`config.mk`:
```
export PLATFORM = sky130hd
export DESIGN_NAME = lower_triangular_solver
export DESIGN_NICKNAME = d
export VERILOG_FILES = /design/src/rtl/ltsolve_pkg.sv /design/src/rtl/ltsolve_ram.sv /design/src/rtl/ltsolve_div.sv /design/src/rtl/ltsolve_dp.sv /design/src/rtl/ltsolve_ctrl.sv /design/src/rtl/lower_triangular_solver.sv
export SDC_FILE = /design/constraint.sdc
export NUM_CORES = 2
export LEC_CHECK = 0
export ABC_AREA = 1
export ABC_CLOCK_PERIOD_IN_PS = 10600
export BUFFER_PORTS_ARGS = -buffer_cell sky130_fd_sc_hd__buf_2
export CORE_MARGIN = 2
export CORE_UTILIZATION = 40
export CTS_CLUSTER_SIZE = 30
export DETAILED_ROUTE_END_ITERATION = 8
export GPL_TIMING_DRIVEN = 1
export PLACE_DENSITY = 0.61
export SLEW_MARGIN = 40
export SYNTH_ARGS = -nofsm -noshare
export SYNTH_HDL_FRONTEND = slang
export SYNTH_SLANG_ARGS = --single-unit
```
`constraint.sdc`:
```
create_clock -name clk -period 10.6 [get_ports clk]
set_clock_uncertainty 0.05 [all_clocks]
set_input_delay 0 -clock clk [delete_from_list [all_inputs] [get_ports clk]]
set_output_delay 0 -clock clk [all_outputs]
set_load 0.05 [all_outputs]
```
`src/rtl/ltsolve_pkg.sv`:
```
// shared widths, field layout and controller/datapath command types
// for the lower triangular solver; no dependencies
`timescale 1ns / 1ps

package ltsolve_pkg;

	localparam int IDX_W      = 4;
	localparam int DATA_W     = 32;
	localparam int SUM_W      = 64;
	localparam int SIZE_W     = 5;
	localparam int S_TDATA_W  = 72;
	localparam int M_TDATA_W  = 40;
	localparam int M_TUSER_W  = 2;
	localparam int DIV_STEPS  = 64;
	localparam int DIV_CNT_W  = $clog2(DIV_STEPS);
	localparam int CFG_RESET  = 1;

	typedef struct packed {
		logic capture;
		logic mul_en;
		logic acc_en;
		logic num_en;
		logic div_start;
		logic fin_en;
		logic last;
	} ltsolve_cmd_t;

	typedef struct packed {
		logic div_done;
		logic coef_zero;
		logic out_free;
	} ltsolve_stat_t;

endpackage

```
`src/rtl/ltsolve_ram.sv`:
```
// generic single write port, single read port ram with registered read
// no dependencies
`timescale 1ns / 1ps

module ltsolve_ram #(
	parameter int WIDTH = 32,
	parameter int DEPTH = 16,
	localparam int AW = (DEPTH > 1) ? $clog2(DEPTH) : 1
) (
	input  logic             clk,
	input  logic             we,
	input  logic [AW-1:0]    waddr,
	input  logic [WIDTH-1:0] wdata,
	input  logic             re,
	input  logic [AW-1:0]    raddr,
	output logic [WIDTH-1:0] rdata
);

	logic [WIDTH-1:0] mem_q [DEPTH];

	always_ff @(posedge clk) begin
		if (we) begin
			mem_q[waddr] <= wdata;
		end
		if (re) begin
			rdata <= mem_q[raddr];
		end
	end

endmodule

```
`src/rtl/ltsolve_div.sv`:
```
// iterative unsigned divider, 64-bit dividend by 32-bit divisor,
// one quotient bit per cycle; uses ltsolve_pkg
`timescale 1ns / 1ps

module ltsolve_div import ltsolve_pkg::*; (
	input  logic              clk,
	input  logic              arst_n,
	input  logic              start,
	input  logic [SUM_W-1:0]  dividend,
	input  logic [DATA_W-1:0] divisor,
	output logic              done,
	output logic [SUM_W-1:0]  quotient
);

	logic [SUM_W-1:0]     quo_q;
	logic [DATA_W-1:0]    rem_q;
	logic [DATA_W-1:0]    dvs_q;
	logic [DIV_CNT_W-1:0] cnt_q;
	logic                 run_q;
	logic                 done_q;
	logic [DATA_W:0]      shifted;
	logic [DATA_W:0]      diff;
	logic                 ge;

	assign shifted = {rem_q, quo_q[SUM_W-1]};
	assign diff    = shifted - {1'b0, dvs_q};
	assign ge      = (shifted >= {1'b0, dvs_q});

	always_ff @(posedge clk or negedge arst_n) begin
		if (!arst_n) begin
			run_q  <= 1'b0;
			done_q <= 1'b0;
			cnt_q  <= '0;
		end else if (start) begin
			run_q  <= 1'b1;
			done_q <= 1'b0;
			cnt_q  <= DIV_CNT_W'(DIV_STEPS - 1);
		end else if (run_q) begin
			cnt_q <= cnt_q - DIV_CNT_W'(1);
			if (cnt_q == '0) begin
				run_q  <= 1'b0;
				done_q <= 1'b1;
			end
		end
	end

	always_ff @(posedge clk) begin
		if (start) begin
			quo_q <= dividend;
			rem_q <= '0;
			dvs_q <= divisor;
		end else if (run_q) begin
			quo_q <= {quo_q[SUM_W-2:0], ge};
			rem_q <= ge ? diff[DATA_W-1:0] : shifted[DATA_W-1:0];
		end
	end

	assign done     = done_q;
	assign quotient = quo_q;

endmodule

```
`src/rtl/ltsolve_dp.sv`:
```
// datapath: item registers, solution ram, multiply-accumulate, numerator,
// divider and output register; uses ltsolve_pkg, ltsolve_ram, ltsolve_div
`timescale 1ns / 1ps

module ltsolve_dp import ltsolve_pkg::*; #(
	parameter int MAX_SIZE = 16
) (
	input  logic                 clk,
	input  logic                 arst_n,
	input  ltsolve_cmd_t         cmd,
	output ltsolve_stat_t        stat,
	input  logic [S_TDATA_W-1:0] s_tdata,
	output logic                 m_tvalid,
	input  logic                 m_tready,
	output logic [M_TDATA_W-1:0] m_tdata,
	output logic [M_TUSER_W-1:0] m_tuser,
	output logic                 m_tlast
);

	localparam int AW = (MAX_SIZE > 1) ? $clog2(MAX_SIZE) : 1;

	logic [IDX_W-1:0]         in_row;
	logic [IDX_W-1:0]         in_col;
	logic [DATA_W-1:0]        in_coef;
	logic [DATA_W-1:0]        in_rhs;
	logic [IDX_W-1:0]         row_q;
	logic signed [DATA_W-1:0] coef_q;
	logic signed [DATA_W-1:0] rhs_q;
	logic [DATA_W-1:0]        rd_data;
	logic signed [SUM_W-1:0]  prod_s1;
	logic signed [SUM_W-1:0]  sum_q;
	logic signed [SUM_W-1:0]  num_q;
	logic                     neg_q;
	logic [SUM_W:0]           add_ext;
	logic [SUM_W-1:0]         add_sat;
	logic [SUM_W-1:0]         rhs_scaled;
	logic [SUM_W:0]           sub_ext;
	logic [SUM_W-1:0]         sub_sat;
	logic [SUM_W-1:0]         num_mag;
	logic [DATA_W-1:0]        coef_mag;
	logic                     div_done;
	logic [SUM_W-1:0]         quo;
	logic                     ovf;
	logic [DATA_W-1:0]        qval;
	logic [DATA_W-1:0]        res_val;
	logic                     out_valid_q;
	logic                     out_free;

	assign in_row  = s_tdata[3:0];
	assign in_col  = s_tdata[7:4];
	assign in_coef = s_tdata[39:8];
	assign in_rhs  = s_tdata[71:40];

	always_ff @(posedge clk) begin
		if (cmd.capture) begin
			row_q  <= in_row;
			coef_q <= in_coef;
			rhs_q  <= in_rhs;
		end
	end

	ltsolve_ram #(
		.WIDTH (DATA_W),
		.DEPTH (MAX_SIZE)
	) u_store (
		.clk   (clk),
		.we    (cmd.fin_en),
		.waddr (AW'(row_q)),
		.wdata (res_val),
		.re    (cmd.capture),
		.raddr (AW'(in_col)),
		.rdata (rd_data)
	);

	// multiply-accumulate with 64-bit saturation
	always_ff @(posedge clk) begin
		if (cmd.mul_en) begin
			prod_s1 <= coef_q * $signed(rd_data);
		end
	end

	assign add_ext = {sum_q[SUM_W-1], sum_q} + {prod_s1[SUM_W-1], prod_s1};
	always_comb begin
		if (add_ext[SUM_W] != add_ext[SUM_W-1]) begin
			add_sat = add_ext[SUM_W] ? {1'b1, {(SUM_W-1){1'b0}}} : {1'b0, {(SUM_W-1){1'b1}}};
		end else begin
			add_sat = add_ext[SUM_W-1:0];
		end
	end

	always_ff @(posedge clk or negedge arst_n) begin
		if (!arst_n) begin
			sum_q <= '0;
		end else if (cmd.fin_en) begin
			sum_q <= '0;
		end else if (cmd.acc_en) begin
			sum_q <= add_sat;
		end
	end

	// numerator rhs * 2^16 - sum, saturated
	assign rhs_scaled = {{(SUM_W-DATA_W-16){rhs_q[DATA_W-1]}}, rhs_q, 16'h0000};
	assign sub_ext    = {rhs_scaled[SUM_W-1], rhs_scaled} - {sum_q[SUM_W-1], sum_q};
	always_comb begin
		if (sub_ext[SUM_W] != sub_ext[SUM_W-1]) begin
			sub_sat = sub_ext[SUM_W] ? {1'b1, {(SUM_W-1){1'b0}}} : {1'b0, {(SUM_W-1){1'b1}}};
		end else begin
			sub_sat = sub_ext[SUM_W-1:0];
		end
	end

	always_ff @(posedge clk) begin
		if (cmd.num_en) begin
			num_q <= sub_sat;
		end
		if (cmd.div_start) begin
			neg_q <= num_q[SUM_W-1] ^ coef_q[DATA_W-1];
		end
	end

	assign num_mag  = num_q[SUM_W-1] ? (SUM_W'(0) - num_q) : num_q;
	assign coef_mag = coef_q[DATA_W-1] ? (DATA_W'(0) - coef_q) : coef_q;

	ltsolve_div u_div (
		.clk      (clk),
		.arst_n   (arst_n),
		.start    (cmd.div_start),
		.dividend (num_mag),
		.divisor  (coef_mag),
		.done     (div_done),
		.quotient (quo)
	);

	// signed saturation of the quotient magnitude
	always_comb begin
		if (!neg_q) begin
			ovf  = (quo[SUM_W-1:DATA_W-1] != '0);
			qval = ovf ? {1'b0, {(DATA_W-1){1'b1}}} : quo[DATA_W-1:0];
		end else begin
			ovf  = (quo[SUM_W-1:DATA_W] != '0)
				|| (quo[DATA_W-1] && (quo[DATA_W-2:0] != '0));
			qval = ovf ? {1'b1, {(DATA_W-1){1'b0}}} : (DATA_W'(0) - quo[DATA_W-1:0]);
		end
	end

	assign res_val = stat.coef_zero ? '0 : qval;

	// output register
	assign out_free = !out_valid_q || m_tready;

	always_ff @(posedge clk or negedge arst_n) begin
		if (!arst_n) begin
			out_valid_q <= 1'b0;
		end else if (cmd.fin_en) begin
			out_valid_q <= 1'b1;
		end else if (m_tready) begin
			out_valid_q <= 1'b0;
		end
	end

	always_ff @(posedge clk) begin
		if (cmd.fin_en) begin
			m_tdata <= {{(M_TDATA_W-DATA_W-IDX_W){1'b0}}, res_val, row_q};
			m_tuser <= {(!stat.coef_zero) & ovf, stat.coef_zero};
			m_tlast <= cmd.last;
		end
	end

	assign m_tvalid       = out_valid_q;
	assign stat.div_done  = div_done;
	assign stat.coef_zero = (coef_q == '0);
	assign stat.out_free  = out_free;

endmodule

```
`src/rtl/ltsolve_ctrl.sv`:
```
// controller: size register, item classification and sequencing of the
// datapath; uses ltsolve_pkg
`timescale 1ns / 1ps

module ltsolve_ctrl import ltsolve_pkg::*; #(
	parameter int MAX_SIZE = 16
) (
	input  logic              clk,
	input  logic              arst_n,
	input  logic              cfg_valid,
	output logic              cfg_ready,
	input  logic [SIZE_W-1:0] cfg_data,
	input  logic              s_tvalid,
	output logic              s_tready,
	input  logic [IDX_W-1:0]  row,
	input  logic [IDX_W-1:0]  col,
	output ltsolve_cmd_t      cmd,
	input  ltsolve_stat_t     stat
);

	localparam int EW = ($clog2(MAX_SIZE + 1) > SIZE_W) ? $clog2(MAX_SIZE + 1) : SIZE_W;

	typedef enum logic [2:0] {
		ST_IDLE,
		ST_MUL,
		ST_ACC,
		ST_NUM,
		ST_LOAD,
		ST_DIV,
		ST_FIN
	} state_t;

	state_t            state_q;
	logic [SIZE_W-1:0] size_q;
	logic              last_q;
	logic [EW-1:0]     size_ext;
	logic [EW-1:0]     eff_size;
	logic [EW-1:0]     row_ext;
	logic              row_ok;
	logic              accept;

	assign size_ext = EW'(size_q);
	assign row_ext  = EW'(row);

	always_comb begin
		if (size_q == '0) begin
			eff_size = EW'(1);
		end else if (size_ext > EW'(MAX_SIZE)) begin
			eff_size = EW'(MAX_SIZE);
		end else begin
			eff_size = size_ext;
		end
	end

	assign row_ok    = (row_ext < eff_size);
	assign s_tready  = (state_q == ST_IDLE);
	assign accept    = s_tvalid && s_tready;
	assign cfg_ready = 1'b1;

	always_ff @(posedge clk or negedge arst_n) begin
		if (!arst_n) begin
			state_q <= ST_IDLE;
			size_q  <= SIZE_W'(CFG_RESET);
			last_q  <= 1'b0;
		end else begin
			if (cfg_valid) begin
				size_q <= cfg_data;
			end
			case (state_q)
				ST_IDLE: begin
					if (accept && row_ok) begin
						last_q <= (row_ext == eff_size - EW'(1));
						if (col < row) begin
							state_q <= ST_MUL;
						end else if (col == row) begin
							state_q <= ST_NUM;
						end
					end
				end
				ST_MUL:  state_q <= ST_ACC;
				ST_ACC:  state_q <= ST_IDLE;
				ST_NUM:  state_q <= stat.coef_zero ? ST_FIN : ST_LOAD;
				ST_LOAD: state_q <= ST_DIV;
				ST_DIV: begin
					if (stat.div_done) begin
						state_q <= ST_FIN;
					end
				end
				ST_FIN: begin
					if (stat.out_free) begin
						state_q <= ST_IDLE;
					end
				end
				default: state_q <= ST_IDLE;
			endcase
		end
	end

	always_comb begin
		cmd           = '0;
		cmd.capture   = accept;
		cmd.mul_en    = (state_q == ST_MUL);
		cmd.acc_en    = (state_q == ST_ACC);
		cmd.num_en    = (state_q == ST_NUM);
		cmd.div_start = (state_q == ST_LOAD);
		cmd.fin_en    = (state_q == ST_FIN) && stat.out_free;
		cmd.last      = last_q;
	end

endmodule

```
`src/rtl/lower_triangular_solver.sv`:
```
// top level of the lower triangular solver, forward substitution in Q16.16
// depends on ltsolve_pkg, ltsolve_ctrl, ltsolve_dp
//
// channel   dir  handshake            payload
// s_*       in   s_tvalid/s_tready    tdata: row, col, coef, rhs
// m_*       out  m_tvalid/m_tready    tdata: index, value; tuser: flags; tlast
// cfg_*     in   cfg_valid/cfg_ready  cfg_data: system size
//
// an off-diagonal item passes through ram read, multiply and saturating accumulate
// a diagonal item passes through numerator, divider load, the divider (one
// quotient bit per cycle) and result write; a zero pivot skips the divider
// items above the diagonal or outside the system are accepted and discarded
// a solved item waits in the output register, so a stalled m_tready only holds
// the block once the next diagonal result is ready; arst_n clears all control
`timescale 1ns / 1ps

module lower_triangular_solver import ltsolve_pkg::*; #(
	parameter int MAX_SIZE = 16
) (
	input  logic                 clk,
	input  logic                 arst_n,
	input  logic                 cfg_valid,
	output logic                 cfg_ready,
	input  logic [SIZE_W-1:0]    cfg_data,
	input  logic                 s_tvalid,
	output logic                 s_tready,
	input  logic [S_TDATA_W-1:0] s_tdata,   // row_index, col_index, coef_value, rhs_value
	output logic                 m_tvalid,
	input  logic                 m_tready,
	output logic [M_TDATA_W-1:0] m_tdata,   // solution_index, solution_value, zero pad
	output logic [M_TUSER_W-1:0] m_tuser,   // zero_pivot, overflow_flag
	output logic                 m_tlast
);

	ltsolve_cmd_t  cmd;
	ltsolve_stat_t stat;

	ltsolve_ctrl #(
		.MAX_SIZE (MAX_SIZE)
	) u_ctrl (
		.clk       (clk),
		.arst_n    (arst_n),
		.cfg_valid (cfg_valid),
		.cfg_ready (cfg_ready),
		.cfg_data  (cfg_data),
		.s_tvalid  (s_tvalid),
		.s_tready  (s_tready),
		.row       (s_tdata[3:0]),
		.col       (s_tdata[7:4]),
		.cmd       (cmd),
		.stat      (stat)
	);

	ltsolve_dp #(
		.MAX_SIZE (MAX_SIZE)
	) u_dp (
		.clk      (clk),
		.arst_n   (arst_n),
		.cmd      (cmd),
		.stat     (stat),
		.s_tdata  (s_tdata),
		.m_tvalid (m_tvalid),
		.m_tready (m_tready),
		.m_tdata  (m_tdata),
		.m_tuser  (m_tuser),
		.m_tlast  (m_tlast)
	);

endmodule
```
# == Word level (Yosys, flattened, before mapping) ==
# Memory sizes are Yosys's and may differ from the RTL's. A register that Yosys moved wholly into a read port is not among the register bits.
# Index checks and enable logic that the tools add are counted.
# totals
mem_bits_rw,512
reg_bits,446
out_inout_bits,46
wordCells,110
n_memories,1
inputBits,82
# classes
n_eq_ne,14
n_mux,37
addsub,8
n_lt_le_gt_ge,4
n_mul,1
bitwise_logic,2
reduce_logical,22
# memory_table
memory,depth,width,read_ports,rd_ports_with_merged_regs,write_ports,line,text
u_dp.u_store.mem_q,16,32,1,1,1,ltsolve_ram.sv:19,logic [WIDTH-1:0] mem_q [DEPTH];
# op_table
cell,count
2-to-1 mux 64 bit,9
2-to-1 mux 32 bit,5
adder 64 x 64 -> 65 bit,1
subtractor 48 x 64 -> 65 bit,1
multiplier 32 x 32 -> 64 bit,1
"subtractor 1 x 32 -> 32 bit, first input constant",2
"subtractor 1 x 64 -> 64 bit, first input constant",1
greater-or-equal comparator 33 x 32 -> 1 bit,1
nonzero test 33 bit,1
zero test 32 bit,1
nonzero test 32 bit,1
subtractor 32 bit,1
2-to-1 mux 31 bit,1
nonzero test 31 bit,1
case mux 3 bit (6 select lines),1
2-to-1 mux 3 bit,5
2-to-1 mux 6 bit,2
2-to-1 mux 1 bit,11
2-to-1 mux 5 bit,2
"== test 3 bit, second input constant",3
nonzero test 2 bit,4
"== test 3 x 2 -> 1 bit, second input constant",2
zero test 6 bit,1
"subtractor 6 x 1 -> 6 bit, second input constant",1
other kinds (21),29

# == Depth between registers and ports, before layout ==
# depth
depth_word,7
depth_mapped,32
depth_no_buf,30

# == Modules after synthesis ==
# A second synthesis with hierarchy kept.
# unflattened
hier_cells,11482
hier_area_um2,93955.1
# by_module_without_submodules
module,n_inst,seq_area_each_um2,cells_each,area_each_um2
ltsolve_dp,1,8713.4,8088,61644.1
ltsolve_ram,1,16335.7,2120,23064.6
ltsolve_div,1,3723.6,1130,8333.0
ltsolve_ctrl,1,226.5,144,913.4

# == Worst setup path after synthesis ==
# OpenSTA, ideal clock, no wires.
# synth_path
kind,register to register
from,register u_dp.coef_q[31]
to,register u_dp.prod_s1[63] (data pin)
arrival_ps,7376
path_stages_with_launch,31
period_less_slack_ps,7678
n_path_buf,2
required_ps,10298
setup_ps,252
slack_ps,2922
path_cell_list,edfxtp_1 > clkbuf_1 > clkbuf_1 > nand2_1 > inv_1 > fa_1 > inv_1 > fa_1 > inv_1 > fa_1 > fa_1 > inv_1 > fa_1 > inv_1 > fa_1 > inv_1 > fa_1 > inv_1 > fa_1 > ha_1 > nand2_1 > nor2_1 > inv_1 > nor2_1 > inv_1 > nor2_1 > inv_1 > nor3_1 > a21oi_1 > nand2_1 > nand2_1
# synth_between
elab_chain_cells,1
# synth_lines
element,line,text
start: declaration,ltsolve_dp.sv:27,logic signed [DATA_W-1:0] coef_q;
start signal: assignment,ltsolve_dp.sv:57,coef_q <= in_coef;
multiplier 32 x 32 -> 64 bit,ltsolve_dp.sv:78,prod_s1 <= coef_q * $signed(rd_data);
end signal: assignment,ltsolve_dp.sv:78,
end: declaration,ltsolve_dp.sv:30,logic signed [SUM_W-1:0] prod_s1;
# Every way passes these cells.
# A chain may end at the register's enable or synchronous reset.

# == Worst setup path after layout ==
# layout_path
from,"register u_dp.u_store.rdata[9], read port of u_dp.u_store.mem_q"
to,register u_dp.prod_s1[51] (data pin)
# layout_between
elab_chain_cells,1
# layout_lines
element,line,text
start: declaration,ltsolve_ram.sv:16,output logic [WIDTH-1:0] rdata
multiplier 32 x 32 -> 64 bit,ltsolve_dp.sv:78,
# Every way passes these cells.

==> summary.txt <==
hold_sp: s_tdata[13]
Hold Path Class: input port to flip-flop
syn_area_per_cell: 8.66 µm²
period utilisation layout: 82.6%
GRT Total Usage: 26.1%
worst-path fanout max: 18
Worst setup SP type: flip-flop
Crit. Startpoint: u_dp.u_store.rdata[9]$_DFFE_PP_
htree depth: 3
Starting Density: 40.3%
Post-synth EDFFs: 876
final hold violation count: 0
worst-case reg-to-reg path depth: 25
Placeable Area: 225000 µm²
Hold Slack: 27.4 ps
RR Endpoint: u_dp.prod_s1[51]$_DFFE_PP_
multi-input logic area: 52200 µm²
Relative slew margins: 42.3%
max-slew violation count: 0
dpl ws: 2070 ps
Clock Sinks: 990
die width: 481 µm
FFs w/ async S/R, synth: 8.28%
drt total wl: 301000 µm
Design Area, Final: 101000 µm²
hold depth: 2
outcome: completed
Hold Path End: u_dp.coef_q[5]$_DFFE_PP_
CTS tree: yes
clock-pin slew on the worst setup and hold paths: 60 ps
GR Layer Usage met2: 42.9%
top-count cell post-synth: nand2_1
HPWL after DPL: 233000 µm
WL/cell: 21.9 µm
gpl congestion: 0.987
Synth-to-Final Area Change: 10.8%
site row count: 174
DRT antenna net count: 0
cell count after synthesis: 10500
Clock Tree Root: clkbuf_16
worst setup margin: 1840 ps
io pins: 128
global route overflow: 0
Iteration-0 DRC Markers: 7436
via count: 71800
CTS Buffer Depth: 3
DR DRC count: 0
largest net degree at the start of global routing: 99
initial antenna violation count: 10
TritonCTS Buffers: 110
clk_lat worst skew: 840 ps
gr busiest metal: met2
synthesized cell area: 90900 µm²
vias in the first global route: 73000
Fillers: 21800
r2r startpoint: u_dp.u_store.rdata[9]$_DFFE_PP_
Final min period: 8760 ps
drt pass-1 iters: 6
Die Span Y: 481 µm
max_cap viols: 0
Reg2Reg Setup Slack: 1840 ps
Yosys top cell by area: edfxtp_1
Synth top cells by count: nand2_1 (2635), inv_1 (2190), fa_1 (1084)
setup bufs post-CTS: 0
flop and latch count out of synthesis: 990
Synth area leaders: edfxtp_1 (29%), fa_1 (24%), nand2_1 (11%)
met1 Track Usage GR: 36.5%
Placed Area: 95100 µm²
register area share after synthesis: 31.9%
Final setup viols: 0
total number of yosys warnings: 0
RSZ-0062 raised after global routing: false
Nets: 12200
Main synth FF type: edfxtp_1
met3 Track Usage GR: 2.79%
share of cells above drive strength 1: 5.44%
post-synth top area share: 28.9%
DR vias/cell: 5.22
number of port buffers: 122
CP Data Required Time: 11030 ps
CP Capture Type: flip-flop
setup_tns: 0 ps
Post-CTS Resized: 0
FMAX: 114 MHz
ANT cells: 0
global-route wire length before repair: 457000 µm
die area: 231000 µm²
WS Path Type: flip-flop to flip-flop
Arr. time, crit path: 9190 ps
Worst Max-Slew Pin Slew: 856 ps
Reg area: 29000 µm²
Synth cell types: 62
## routing by layer
layer / vias to the layer above / routed length [µm]
met1: 35900 / 131000
li1: 32900 / -
met5: - / 58
met3: 401 / 18500
met4: 8 / 8930
met2: 2578 / 143000
## timing repair
action | in CTS | in global routing
endpoints found under the hold margin | 199 | 0
hold buffers | 160 | 0
endpoints found under the setup margin | 0 | 0
## how the worst max path moves through the flow
stage	slack, ps	endpoint
CTS	1990	u_dp.prod_s1[51]$_DFFE_PP_
global placement	1400	u_dp.prod_s1[51]$_DFFE_PP_
detailed placement	2070	u_dp.prod_s1[51]$_DFFE_PP_
floorplan	2920	u_dp.prod_s1[63]$_DFFE_PP_
global route	1660	u_dp.prod_s1[51]$_DFFE_PP_
finish	1840	u_dp.prod_s1[51]$_DFFE_PP_
## flip-flops by register name, summed over array words and instances, names as in the netlist
| name | cells |
|---|---|
| u_dp.sum_q | 64 |
| u_dp.m_tdata | 36 |
| u_dp.m_tlast | 1 |
| u_dp.prod_s1 | 64 |
| u_dp.m_tuser | 2 |
| u_dp.row_q | 4 |
| u_dp.num_q | 64 |
| u_dp.u_store.rdata | 32 |
| u_dp.coef_q | 32 |
| u_dp.u_div.quotient | 64 |
| u_ctrl.last_q | 1 |
| u_ctrl.size_ext | 5 |
| u_dp.u_div.rem_q | 32 |
| u_ctrl.state_q | 3 |
| u_dp.u_div.cnt_q | 6 |
| u_dp.rhs_q | 32 |
| u_dp.m_tvalid | 1 |
| u_dp.neg_q | 1 |
| u_dp.u_div.done | 1 |
| u_dp.u_div.dvs_q | 32 |
| u_dp.u_div.run_q | 1 |
| u_dp.u_store.mem_q | 512 |
## critical path, stage by stage (launching register included)
cell      delay [ps]
edfxtp_1         590
buf_4            400
buf_4            260
nand2_1           70
inv_1             90
fa_1             460
fa_1             620
inv_1             80
fa_1             500
fa_1             550
inv_1             70
fa_1             600
fa_1             440
fa_1             490
inv_1             50
fa_1             540
inv_1             60
ha_1             420
nand2_1          140
nor2_1           220
inv_1             90
nor4_1           650
nand3_1          170
nand3_1          250
a21oi_1          120
xnor2_1          490
## metrics by stage
step,util (%),instances
4_1_cts,44.6,13700
2_1_floorplan,-,10500
5_1_grt,44.7,13700
3_3_place_gp,42.1,13400
6_report,44.7,13700
3_5_place_dp,42.2,13400
## kinds of logic (layout without fill, tap and decap cells)
| family | after synthesis | count (layout) | synth area share, % |
|---|---|---|---|
| xor+xnor | 287 | 287 | 2.77 |
| flops | 990 | 990 | 31.9 |
| buf+inv | 2621 | 2873 | 11.0 |
| other cells | 2 | 5 | 0.00826 |
| mux | 101 | 101 | 1.12 |
| simple gates | 4111 | 4111 | 18.3 |
| fa+ha+maj | 1427 | 1427 | 28.6 |
| compound gates | 959 | 959 | 6.30 |
## placed cells by master, fill, tap and decap left out, types with 8 or more instances in the layout
master	n
inv_2	17
xor2_1	181
ha_1	343
edfxtp_1	876
nand4_1	77
dfrtp_1	81
dfxtp_1	32
nand3b_1	24
o21ai_0	348
buf_6	16
o221ai_1	98
nand2_1	2635
dlygate4sd3_1	159
o22ai_1	9
nor3_1	80
clkinv_2	24
mux2i_1	98
buf_2	118
nor3_2	8
or2_2	18
nand2_2	12
bufinv_16	14
a21oi_1	273
inv_1	2188
buf_4	151
o211ai_1	34
xnor2_1	105
nor2_2	10
clkinv_1	29
o21bai_1	50
o32ai_1	22
nor4_1	46
clkbuf_16	112
clkbuf_1	12
nor2_1	789
nand3_1	366
a21o_1	33
nor2_4	25
a31oi_1	53
fa_1	1084
## area by class of cell
cell class	instances	share of cell area (%)
clock buffer	125	2.84
tap	2992	3.72
multi-input combinational	6890	51.8
timing repair buffer	452	3.61
clock inverter	84	0.958
sequential	990	28.8
inverter	2212	8.26
Power is not shown: default switching activity piles up to over one toggle a cycle in this logic, so the estimate is an artifact.
